File: src/design/assert_macros.svh
// Assertion macros for the smoother RTL.
`ifndef ASSERT_MACROS_SVH
`define ASSERT_MACROS_SVH

// Combinational or implication property checked on every clock edge out of reset.
`define CGFS_ASSERT(lbl, prop) \
  lbl: assert property (@(posedge clk_i) disable iff (!rst_ni) (prop)) \
    else $error("%m: check failed");

// Antecedent in one cycle implies consequent in the next.
`define CGFS_ASSERT_NEXT(lbl, ante, cons) \
  lbl: assert property (@(posedge clk_i) disable iff (!rst_ni) (ante) |=> (cons)) \
    else $error("%m: check failed");

`endif

File: src/design/cgfs_pkg.sv
// Shared constants and controller/datapath interface types for the FIR smoother.
package cgfs_pkg;

  localparam int unsigned MaxHalfWidth = 15;
  localparam int unsigned SampleBits   = 16;
  localparam int unsigned WeightBits   = 16;
  localparam int unsigned WinLen       = 2 * MaxHalfWidth + 1;
  localparam int unsigned HwBits       = 4;
  localparam int unsigned PosBits      = $clog2(WinLen);
  localparam int unsigned SeenBits     = $clog2(WinLen + 1);
  localparam int unsigned ProdBits     = SampleBits + WeightBits + 1;
  localparam int unsigned AccBits      = ProdBits + $clog2(WinLen);
  localparam int unsigned CfgIdxBits   = 3;
  localparam int unsigned CfgDataBits  = 64;
  localparam int unsigned LanesPerReg  = CfgDataBits / WeightBits;
  localparam int unsigned NumWeightReg = (MaxHalfWidth + 1) / LanesPerReg;

  localparam logic [CfgIdxBits-1:0] CfgHalfWidth = 3'd0;
  localparam logic [CfgIdxBits-1:0] CfgWeights0  = 3'd1;
  localparam logic [CfgIdxBits-1:0] CfgWeights1  = 3'd2;
  localparam logic [CfgIdxBits-1:0] CfgWeights2  = 3'd3;
  localparam logic [CfgIdxBits-1:0] CfgWeights3  = 3'd4;

  typedef struct packed {
    logic               shift;
    logic               clr_acc;
    logic               issue;
    logic               load_out;
    logic               last_out;
    logic               clear_win;
    logic [HwBits-1:0]  p;
    logic [PosBits-1:0] tap;
  } cmd_t;

  typedef struct packed {
    logic [SeenBits-1:0] seen;
    logic [HwBits-1:0]   hw;
    logic                last;
    logic                out_free;
  } status_t;

endpackage

File: src/design/cgfs_datapath.sv
// Datapath: config registers, sample window, serial MAC, rounding and output register.
module cgfs_datapath (
  input  logic                              clk_i,
  input  logic                              rst_ni,
  input  logic                              cfg_we_i,
  input  logic [cgfs_pkg::CfgIdxBits-1:0]   cfg_idx_i,
  input  logic [cgfs_pkg::CfgDataBits-1:0]  cfg_data_i,
  input  logic [cgfs_pkg::SampleBits-1:0]   s_axis_tdata_i,  // [15:0] sample
  input  logic                              s_axis_tlast_i,
  output logic [cgfs_pkg::SampleBits-1:0]   m_axis_tdata_o,  // [15:0] smoothed
  output logic                              m_axis_tlast_o,
  output logic                              m_axis_tvalid_o,
  input  logic                              m_axis_tready_i,
  input  cgfs_pkg::cmd_t                    cmd_i,
  output cgfs_pkg::status_t                 status_o
);

  localparam int unsigned SB = cgfs_pkg::SampleBits;
  localparam int unsigned WB = cgfs_pkg::WeightBits;
  localparam int unsigned AB = cgfs_pkg::AccBits;
  localparam int unsigned PB = cgfs_pkg::ProdBits;
  localparam int unsigned QB = AB - WB;

  logic [cgfs_pkg::HwBits-1:0]      hw_q;
  logic [cgfs_pkg::CfgDataBits-1:0] wreg_q [cgfs_pkg::NumWeightReg];
  logic signed [SB-1:0]             win_q [cgfs_pkg::WinLen];
  logic [cgfs_pkg::SeenBits-1:0]    seen_q;
  logic                             last_q;
  logic signed [PB-1:0]             prod_q;
  logic                             prod_vld_q;
  logic signed [AB-1:0]             acc_q;
  logic [SB-1:0]                    out_q;
  logic                             out_last_q;
  logic                             out_vld_q;

  // Tap operand selection
  logic signed [cgfs_pkg::PosBits+1:0] pos;
  logic signed [cgfs_pkg::PosBits:0]   tap_ofs;
  logic [cgfs_pkg::HwBits-1:0]         off;
  logic signed [SB-1:0]                smp;
  logic [WB-1:0]                       wgt;
  logic [cgfs_pkg::CfgDataBits-1:0]    wsel;
  logic signed [PB-1:0]                prod_d;

  always_comb begin
    pos  = $signed({3'b000, cmd_i.p}) + $signed({3'b000, hw_q})
         - $signed({2'b00, cmd_i.tap});
    tap_ofs = $signed({1'b0, cmd_i.tap}) - $signed({2'b00, hw_q});
    off  = tap_ofs[cgfs_pkg::PosBits] ? cgfs_pkg::HwBits'(-tap_ofs)
                                      : cgfs_pkg::HwBits'(tap_ofs);
    smp  = pos[cgfs_pkg::PosBits+1] ? '0 : win_q[pos[cgfs_pkg::PosBits-1:0]];
    wsel = wreg_q[off[cgfs_pkg::HwBits-1:2]];
    wgt  = wsel[off[1:0]*WB +: WB];
    prod_d = PB'(smp * $signed({1'b0, wgt}));
  end

  // Round half up, then saturate
  logic signed [AB-1:0] rnd;
  logic signed [QB-1:0] quo;
  logic [SB-1:0]        res;

  always_comb begin
    rnd = acc_q + $signed(AB'(1) << (WB - 1));
    quo = QB'(rnd >>> WB);
    if (quo > $signed(QB'((1 << (SB - 1)) - 1))) begin
      res = {1'b0, {(SB-1){1'b1}}};
    end else if (quo < -$signed(QB'(1 << (SB - 1)))) begin
      res = {1'b1, {(SB-1){1'b0}}};
    end else begin
      res = quo[SB-1:0];
    end
  end

  always_ff @(posedge clk_i or negedge rst_ni) begin
    if (!rst_ni) begin
      hw_q <= '0;
      for (int i = 0; i < cgfs_pkg::NumWeightReg; i++) begin
        wreg_q[i] <= '0;
      end
      wreg_q[0] <= cgfs_pkg::CfgDataBits'({WB{1'b1}});
    end else if (cfg_we_i) begin
      unique case (cfg_idx_i)
        cgfs_pkg::CfgHalfWidth: hw_q      <= cfg_data_i[cgfs_pkg::HwBits-1:0];
        cgfs_pkg::CfgWeights0:  wreg_q[0] <= cfg_data_i;
        cgfs_pkg::CfgWeights1:  wreg_q[1] <= cfg_data_i;
        cgfs_pkg::CfgWeights2:  wreg_q[2] <= cfg_data_i;
        cgfs_pkg::CfgWeights3:  wreg_q[3] <= cfg_data_i;
        default: ;
      endcase
    end
  end

  always_ff @(posedge clk_i or negedge rst_ni) begin
    if (!rst_ni) begin
      for (int i = 0; i < cgfs_pkg::WinLen; i++) begin
        win_q[i] <= '0;
      end
      seen_q <= '0;
      last_q <= 1'b0;
    end else if (cmd_i.clear_win) begin
      for (int i = 0; i < cgfs_pkg::WinLen; i++) begin
        win_q[i] <= '0;
      end
      seen_q <= '0;
    end else if (cmd_i.shift) begin
      for (int i = cgfs_pkg::WinLen - 1; i > 0; i--) begin
        win_q[i] <= win_q[i-1];
      end
      win_q[0] <= s_axis_tdata_i;
      if (seen_q != cgfs_pkg::SeenBits'(cgfs_pkg::WinLen)) begin
        seen_q <= seen_q + 1'b1;
      end
      last_q <= s_axis_tlast_i;
    end
  end

  always_ff @(posedge clk_i or negedge rst_ni) begin
    if (!rst_ni) begin
      prod_vld_q <= 1'b0;
      acc_q      <= '0;
    end else begin
      prod_vld_q <= cmd_i.issue;
      if (cmd_i.clr_acc) begin
        acc_q <= '0;
      end else if (prod_vld_q) begin
        acc_q <= acc_q + AB'(prod_q);
      end
    end
  end

  always_ff @(posedge clk_i) begin
    if (cmd_i.issue) begin
      prod_q <= prod_d;
    end
  end

  always_ff @(posedge clk_i or negedge rst_ni) begin
    if (!rst_ni) begin
      out_vld_q <= 1'b0;
    end else if (cmd_i.load_out) begin
      out_vld_q <= 1'b1;
    end else if (m_axis_tready_i) begin
      out_vld_q <= 1'b0;
    end
  end

  always_ff @(posedge clk_i) begin
    if (cmd_i.load_out) begin
      out_q      <= res;
      out_last_q <= cmd_i.last_out;
    end
  end

  assign m_axis_tdata_o  = out_q;
  assign m_axis_tlast_o  = out_last_q;
  assign m_axis_tvalid_o = out_vld_q;

  assign status_o.seen     = seen_q;
  assign status_o.hw       = hw_q;
  assign status_o.last     = last_q;
  assign status_o.out_free = !out_vld_q || m_axis_tready_i;

endmodule

File: src/design/cgfs_ctrl.sv
// Controller FSM: sequences window update, MAC passes, result emission and end-of-set flush.
`include "assert_macros.svh"

module cgfs_ctrl (
  input  logic              clk_i,
  input  logic              rst_ni,
  input  logic              s_axis_tvalid_i,
  output logic              s_axis_tready_o,
  input  cgfs_pkg::status_t status_i,
  output cgfs_pkg::cmd_t    cmd_o
);

  localparam logic [2:0] StIdle   = 3'd0;
  localparam logic [2:0] StDecide = 3'd1;
  localparam logic [2:0] StMac    = 3'd2;
  localparam logic [2:0] StDrain  = 3'd3;
  localparam logic [2:0] StEmit   = 3'd4;

  logic [2:0]                     state_q, state_d;
  logic [cgfs_pkg::HwBits-1:0]    p_q, p_d;
  logic [cgfs_pkg::PosBits-1:0]   tap_q, tap_d;
  logic                           tap_last;

  assign tap_last = (tap_q == {status_i.hw, 1'b0});

  always_comb begin
    state_d         = state_q;
    p_d             = p_q;
    tap_d           = tap_q;
    s_axis_tready_o = 1'b0;
    cmd_o           = '0;
    cmd_o.p         = p_q;
    cmd_o.tap       = tap_q;
    unique case (state_q)
      StIdle: begin
        s_axis_tready_o = 1'b1;
        if (s_axis_tvalid_i) begin
          cmd_o.shift = 1'b1;
          state_d     = StDecide;
        end
      end
      StDecide: begin
        cmd_o.clr_acc = 1'b1;
        tap_d         = '0;
        if (status_i.seen > cgfs_pkg::SeenBits'(status_i.hw)) begin
          p_d     = status_i.hw;
          state_d = StMac;
        end else if (status_i.last) begin
          p_d     = status_i.seen[cgfs_pkg::HwBits-1:0] - 1'b1;
          state_d = StMac;
        end else begin
          state_d = StIdle;
        end
      end
      StMac: begin
        cmd_o.issue = 1'b1;
        tap_d       = tap_q + 1'b1;
        if (tap_last) begin
          state_d = StDrain;
        end
      end
      StDrain: begin
        state_d = StEmit;
      end
      StEmit: begin
        if (status_i.out_free) begin
          cmd_o.load_out = 1'b1;
          cmd_o.last_out = status_i.last && (p_q == '0);
          if (status_i.last && (p_q != '0)) begin
            p_d           = p_q - 1'b1;
            cmd_o.clr_acc = 1'b1;
            tap_d         = '0;
            state_d       = StMac;
          end else begin
            cmd_o.clear_win = status_i.last;
            state_d         = StIdle;
          end
        end
      end
      default: begin
        state_d = StIdle;
      end
    endcase
  end

  always_ff @(posedge clk_i or negedge rst_ni) begin
    if (!rst_ni) begin
      state_q <= StIdle;
      p_q     <= '0;
      tap_q   <= '0;
    end else begin
      state_q <= state_d;
      p_q     <= p_d;
      tap_q   <= tap_d;
    end
  end

  `CGFS_ASSERT(a_load_only_when_free, !cmd_o.load_out || status_i.out_free)
  `CGFS_ASSERT(a_tap_in_kernel, !cmd_o.issue || (tap_q <= {status_i.hw, 1'b0}))
  `CGFS_ASSERT_NEXT(a_accept_to_decide, s_axis_tvalid_i && s_axis_tready_o, state_q == StDecide)
  `CGFS_ASSERT(a_flush_pos_in_range, (state_q != StMac) || (p_q <= status_i.hw))

endmodule

File: src/design/centered_gaussian_fir_smoother.sv
// After a request is accepted the controller decides whether a result is due; if so it runs a
// MAC pass over the kernel taps, drains, and emits once the output register is free, taking no
// new request before then; on the last of a set, each further flushed result adds a MAC pass.
// The output register lets the next sample enter while a result waits to be taken.
// Reset (rst_ni low, asynchronous): window and counts cleared, half_width 0,
// offset-0 weight 65535 and all other weights 0.
module centered_gaussian_fir_smoother (
  input  logic                              clk_i,
  input  logic                              rst_ni,
  input  logic                              cfg_we_i,
  input  logic [cgfs_pkg::CfgIdxBits-1:0]   cfg_idx_i,
  input  logic [cgfs_pkg::CfgDataBits-1:0]  cfg_data_i,
  input  logic                              s_axis_tvalid_i,
  output logic                              s_axis_tready_o,
  input  logic [cgfs_pkg::SampleBits-1:0]   s_axis_tdata_i,  // [15:0] sample
  input  logic                              s_axis_tlast_i,  // last_in
  output logic                              m_axis_tvalid_o,
  input  logic                              m_axis_tready_i,
  output logic [cgfs_pkg::SampleBits-1:0]   m_axis_tdata_o,  // [15:0] smoothed
  output logic                              m_axis_tlast_o   // last_out
);

  cgfs_pkg::cmd_t    cmd;
  cgfs_pkg::status_t status;

  cgfs_ctrl u_ctrl (
    .clk_i           (clk_i),
    .rst_ni          (rst_ni),
    .s_axis_tvalid_i (s_axis_tvalid_i),
    .s_axis_tready_o (s_axis_tready_o),
    .status_i        (status),
    .cmd_o           (cmd)
  );

  cgfs_datapath u_datapath (
    .clk_i           (clk_i),
    .rst_ni          (rst_ni),
    .cfg_we_i        (cfg_we_i),
    .cfg_idx_i       (cfg_idx_i),
    .cfg_data_i      (cfg_data_i),
    .s_axis_tdata_i  (s_axis_tdata_i),
    .s_axis_tlast_i  (s_axis_tlast_i),
    .m_axis_tdata_o  (m_axis_tdata_o),
    .m_axis_tlast_o  (m_axis_tlast_o),
    .m_axis_tvalid_o (m_axis_tvalid_o),
    .m_axis_tready_i (m_axis_tready_i),
    .cmd_i           (cmd),
    .status_o        (status)
  );

endmodule
File: config.mk
export PLATFORM = sky130hd
export DESIGN_NAME = centered_gaussian_fir_smoother
export DESIGN_NICKNAME = d
export VERILOG_FILES = /design/src/design/cgfs_pkg.sv /design/src/design/cgfs_datapath.sv /design/src/design/cgfs_ctrl.sv /design/src/design/centered_gaussian_fir_smoother.sv
export VERILOG_INCLUDE_DIRS = /design/src /design/src/design
export SDC_FILE = /design/constraint.sdc
export NUM_CORES = 2
export LEC_CHECK = 0
export ABC_CLOCK_PERIOD_IN_PS = 9800
export BUFFER_PORTS_ARGS = -buffer_cell sky130_fd_sc_hd__buf_2
export CAP_MARGIN = 30
export CORE_UTILIZATION = 30
export DETAILED_ROUTE_END_ITERATION = 10
export SYNTH_ARGS = -nofsm -noshare
export SYNTH_HDL_FRONTEND = slang
export SYNTH_HIERARCHICAL = 1
export SYNTH_SLANG_ARGS = --single-unit
File: constraint.sdc
create_clock -name clk_i -period 9.8 [get_ports clk_i]
set_clock_uncertainty 0.1 [all_clocks]
set_input_delay 1.47 -clock clk_i [delete_from_list [all_inputs] [get_ports clk_i]]
set_output_delay 1.47 -clock clk_i [all_outputs]
set_load 0.01 [all_outputs]
==> flow_summary.yaml <==
die:
  top_level_ports: 108
  core_sq_um: 169800
  fp.dieArea_sq_um: 173100
  initial_util: 0.3028
  die_outline_width_um: 416.0
  rows: 151
  dieHeight_um: 416.0
drt:
  drc: 0
  route.top_layer_used: "met5"
  antenna_left: 0
  m1_wl_um: 55120
  amount_of_wire_on_met3_after_detailed_routing_um: 5190
  initialDrtViolationCount: 2031
  viasPerCell: 4.838
  post_route_wl_um: 116200
  drt-pass1-iter-count: 7
  wl_met2_um: 52780
  wl_per_cell_um: 17.25
  route.vias.total: 32590
setup_path:
  crit_path_top_delay_cell: "fa_4"
  critical_path_required_ns: 10.13
  cp.arrival_ns: 9.83
  crit_path_frequent_cell: "fa_1"
  r2r-end: "u_datapath/prod_q[31]"
  worst-r2r-setup-slack_ns: 0.30
  timing.critical_path.buf_inv: 7
  setup.worst_path.end_class: "register"
  worst_setup_path_class: "reg2reg"
  critPathMaxFanout: 11
  worst_path_largest_cell_delay_ns: 0.97
  worst-r2r-cell-count: 31
  worstReg2RegStart: "u_datapath/hw_q[1]"
  cp_top_family: "adder cells"
  startpoint_type_of_the_worst_setup_path: "register"
global_route:
  number_of_global_route_vias_before_repair: 33840
  global_route.overflow_total: 0
  number_of_antenna_violations_at_the_first_check_in_global_routing: 24
  grtUsageTotal: 0.1351
  grt_start_max_net_pins: 185
  grt_first_pass_wirelength_um: 190100
sta:
  grt_setup_unrepaired: "true"
  finalCritPeriodShare: 0.9695
  finalSetupViolCount: 0
  finalHoldViolations: 0
  timing_worst_slew_pin_value_ns: 1.093
  maxSlewViolCount: 0
  fin_setup_tns_ns: 0
  worst_slew_margin_rel: 0.2716
  timing.fmax_ghz: 0.1052
  period_needed_ns: 9.501
yosys:
  post-synth-top-area-fraction: 0.3883
  synth-main-ff-cell: "dfrtp_1"
  number_of_enable_flip_flop_cells_after_synthesis: 50
  main_combinational_cell_family_by_area_after_synthesis: "multiplexers"
  mean_instance_size_in_the_synthesized_netlist_sq_um: 11.78
  synthSimpleGateAreaFrac: 0.09477
  synth_seq_area_share: 0.4257
  multiplexer_share_of_the_synthesized_area: 0.2569
  synth_top_cell_by_area: "dfrtp_1"
  synth.net_count: 4835
  syn-instance-count: 4366
  post_syn_area_sq_um: 51420
  async_flop_share: 0.9421
  yosysWarningCount: 6
  compound_gate_fraction_of_synth_area: 0.03929
  synth-adder-area-share: 0.1217
  yosys-top-cells-area: "dfrtp_1 (39%), mux2i_1 (11%), mux4_2 (9.1%)"
  ys_seq_elements: 864
  synthXorXnorAreaFrac: 0.01720
  netlist-cell-type-count: 78
placed_design:
  port-buffer-count: 107
  routabilityCongestion: 0.8270
  place.detailed.hpwl_um: 79590
final_layout:
  synthToLayoutAreaGrowth_pct: 13.81
  final_util: 0.3446
  layout.filler_cells: 16610
  fin_nets: 4902
  layout-drive-gt1-share: 0.2043
clock_tree:
  cts_inserted_buffers: 96
  clk_root_buffer_cell: "clkbuf_16"
  cts.sinks: 864
  level_count_of_the_clock_h_tree: 3
  cts_max_path_buffers: 3
  worst_skew_pair.late_latency_ns: 0.70
  clk_pin_slew_worst_paths_ns: 0.06
  cts_tree: "yes"
run:
  cap_viol_max_count: 0
status:
  run_status: "finished, final reports clean"
worst_hold_path:
  min_delay_worst_endpoint: "u_datapath/wreg_q[51]"
  worstHoldPathCells: 1
  hold_path.startpoint: "u_datapath/wreg_q[51]"
  hold_class: "reg2reg"
[Yosys cell counts (110+ instances only)]
cell	instances
dfrtp_1	798
ha_1	180
fa_1	200
nor2_1	596
clkbuf_1	156
mux4_2	207
mux2i_1	560
and2_1	143
mux2_2	259
inv_1	308
a21oi_1	110
nand2_1	227
[flip-flops by register name, summed over array words and instances, names as in the netlist]
name / count
u_datapath/win_q: 496
u_datapath/wreg_q: 256
u_datapath/acc_q: 38
u_datapath/prod_q: 33
u_datapath/m_axis_tdata_o: 16
u_ctrl/tap_q: 5
u_datapath/seen_q: 5
u_ctrl/p_q: 4
u_datapath/hw_q: 4
u_ctrl/state_q: 3
u_datapath/last_q: 1
u_datapath/m_axis_tlast_o: 1
u_datapath/m_axis_tvalid_o: 1
u_datapath/prod_vld_q: 1
[worst max-delay path by stage]
stage | startpoint | end | depth (start not counted)
3_3_place_gp | u_ctrl/tap_q[0] | u_datapath/prod_q[26] | 35
3_5_place_dp | u_ctrl/tap_q[0] | u_datapath/prod_q[31] | 33
5_1_grt | u_datapath/hw_q[1] | u_datapath/prod_q[28] | 34
6_report | u_datapath/hw_q[1] | u_datapath/prod_q[31] | 31
2_1_floorplan | u_ctrl/tap_q[0] | u_datapath/prod_q[31] | 42
4_1_cts | u_ctrl/tap_q[0] | u_datapath/prod_q[31] | 34
[logic make-up after synthesis]
kind of cell / Yosys count
AND/OR/NAND/NOR: 1106
multiplexers: 1027
flip-flops: 864
buffers and inverters: 573
adder cells (fa/ha/maj): 380
AO/OA/AOI/OAI: 318
XOR/XNOR: 98
[layout by cell type (no fill, tap or decap), types with 9 or more instances in the layout]
cell	Yosys	layout
o21bai_1	15	15
a21oi_1	110	108
nor2_1	596	590
buf_12	0	22
a311oi_1	17	16
clkinv_2	0	18
nand2b_1	15	15
xor2_1	39	38
a31oi_1	9	9
nor2b_1	13	13
dfrtp_1	798	797
mux2i_1	560	554
edfxtp_1	50	50
o21ai_0	67	66
mux2_2	259	259
fa_1	200	199
nand2_1	227	227
xnor2_1	57	54
and2_1	143	142
clkbuf_1	156	23
dfstp_2	16	16
nor3_1	17	15
a21o_1	29	29
mux4_2	207	207
nand4_1	10	10
buf_4	6	91
clkbuf_16	0	101
and3_1	14	14
buf_2	38	106
nand3_1	31	30
ha_1	180	179
or3_1	12	12
inv_1	308	308
clkbuf_8	0	21
[area by class of cell]
class,count,area (sq um),share of cell area
multi-input combinational,2929,27440,0.4689
sequential,864,21890,0.3741
clock buffer,142,2828,0.04832
tap,2218,2775,0.04742
timing repair buffer,234,1998,0.03414
inverter,308,1156,0.01975
clock inverter,37,420.4,0.007183
antenna,5,12.51,0.0002138
[routing by layer]
metal  track usage  vias to the layer above
li1              -                    15180
met1        0.1879                    16680
met2        0.2114                      523
met3       0.02530                      184
met4       0.04434                       28
met5             0                        -
[per-stage QoR]
| step | cell area [sq um] | hold slack [ns] | setup WS [ns] | cells |
|---|---|---|---|---|
| after floorplan | 51420 | 0.3708 | 0.1420 | 4366 |
| after global placement | 54810 | 0.3805 | 0.1571 | 6531 |
| after detailed placement | 55040 | 0.3902 | 0.1882 | 6542 |
| after CTS | 58290 | 0.4029 | 0.1693 | 6721 |
| after global routing | 58520 | 0.4123 | -0.03033 | 6735 |
| final | 58520 | 0.4008 | 0.2986 | 6737 |
[what timing repair did]
item,4_1_cts,5_1_grt
setup endpoints to repair,0,8
resized for setup,0,21
setup buffers,0,7
hold buffers,0,0
Power is not shown: default switching activity piles up to over one toggle a cycle in this logic, so the estimate is an artifact.
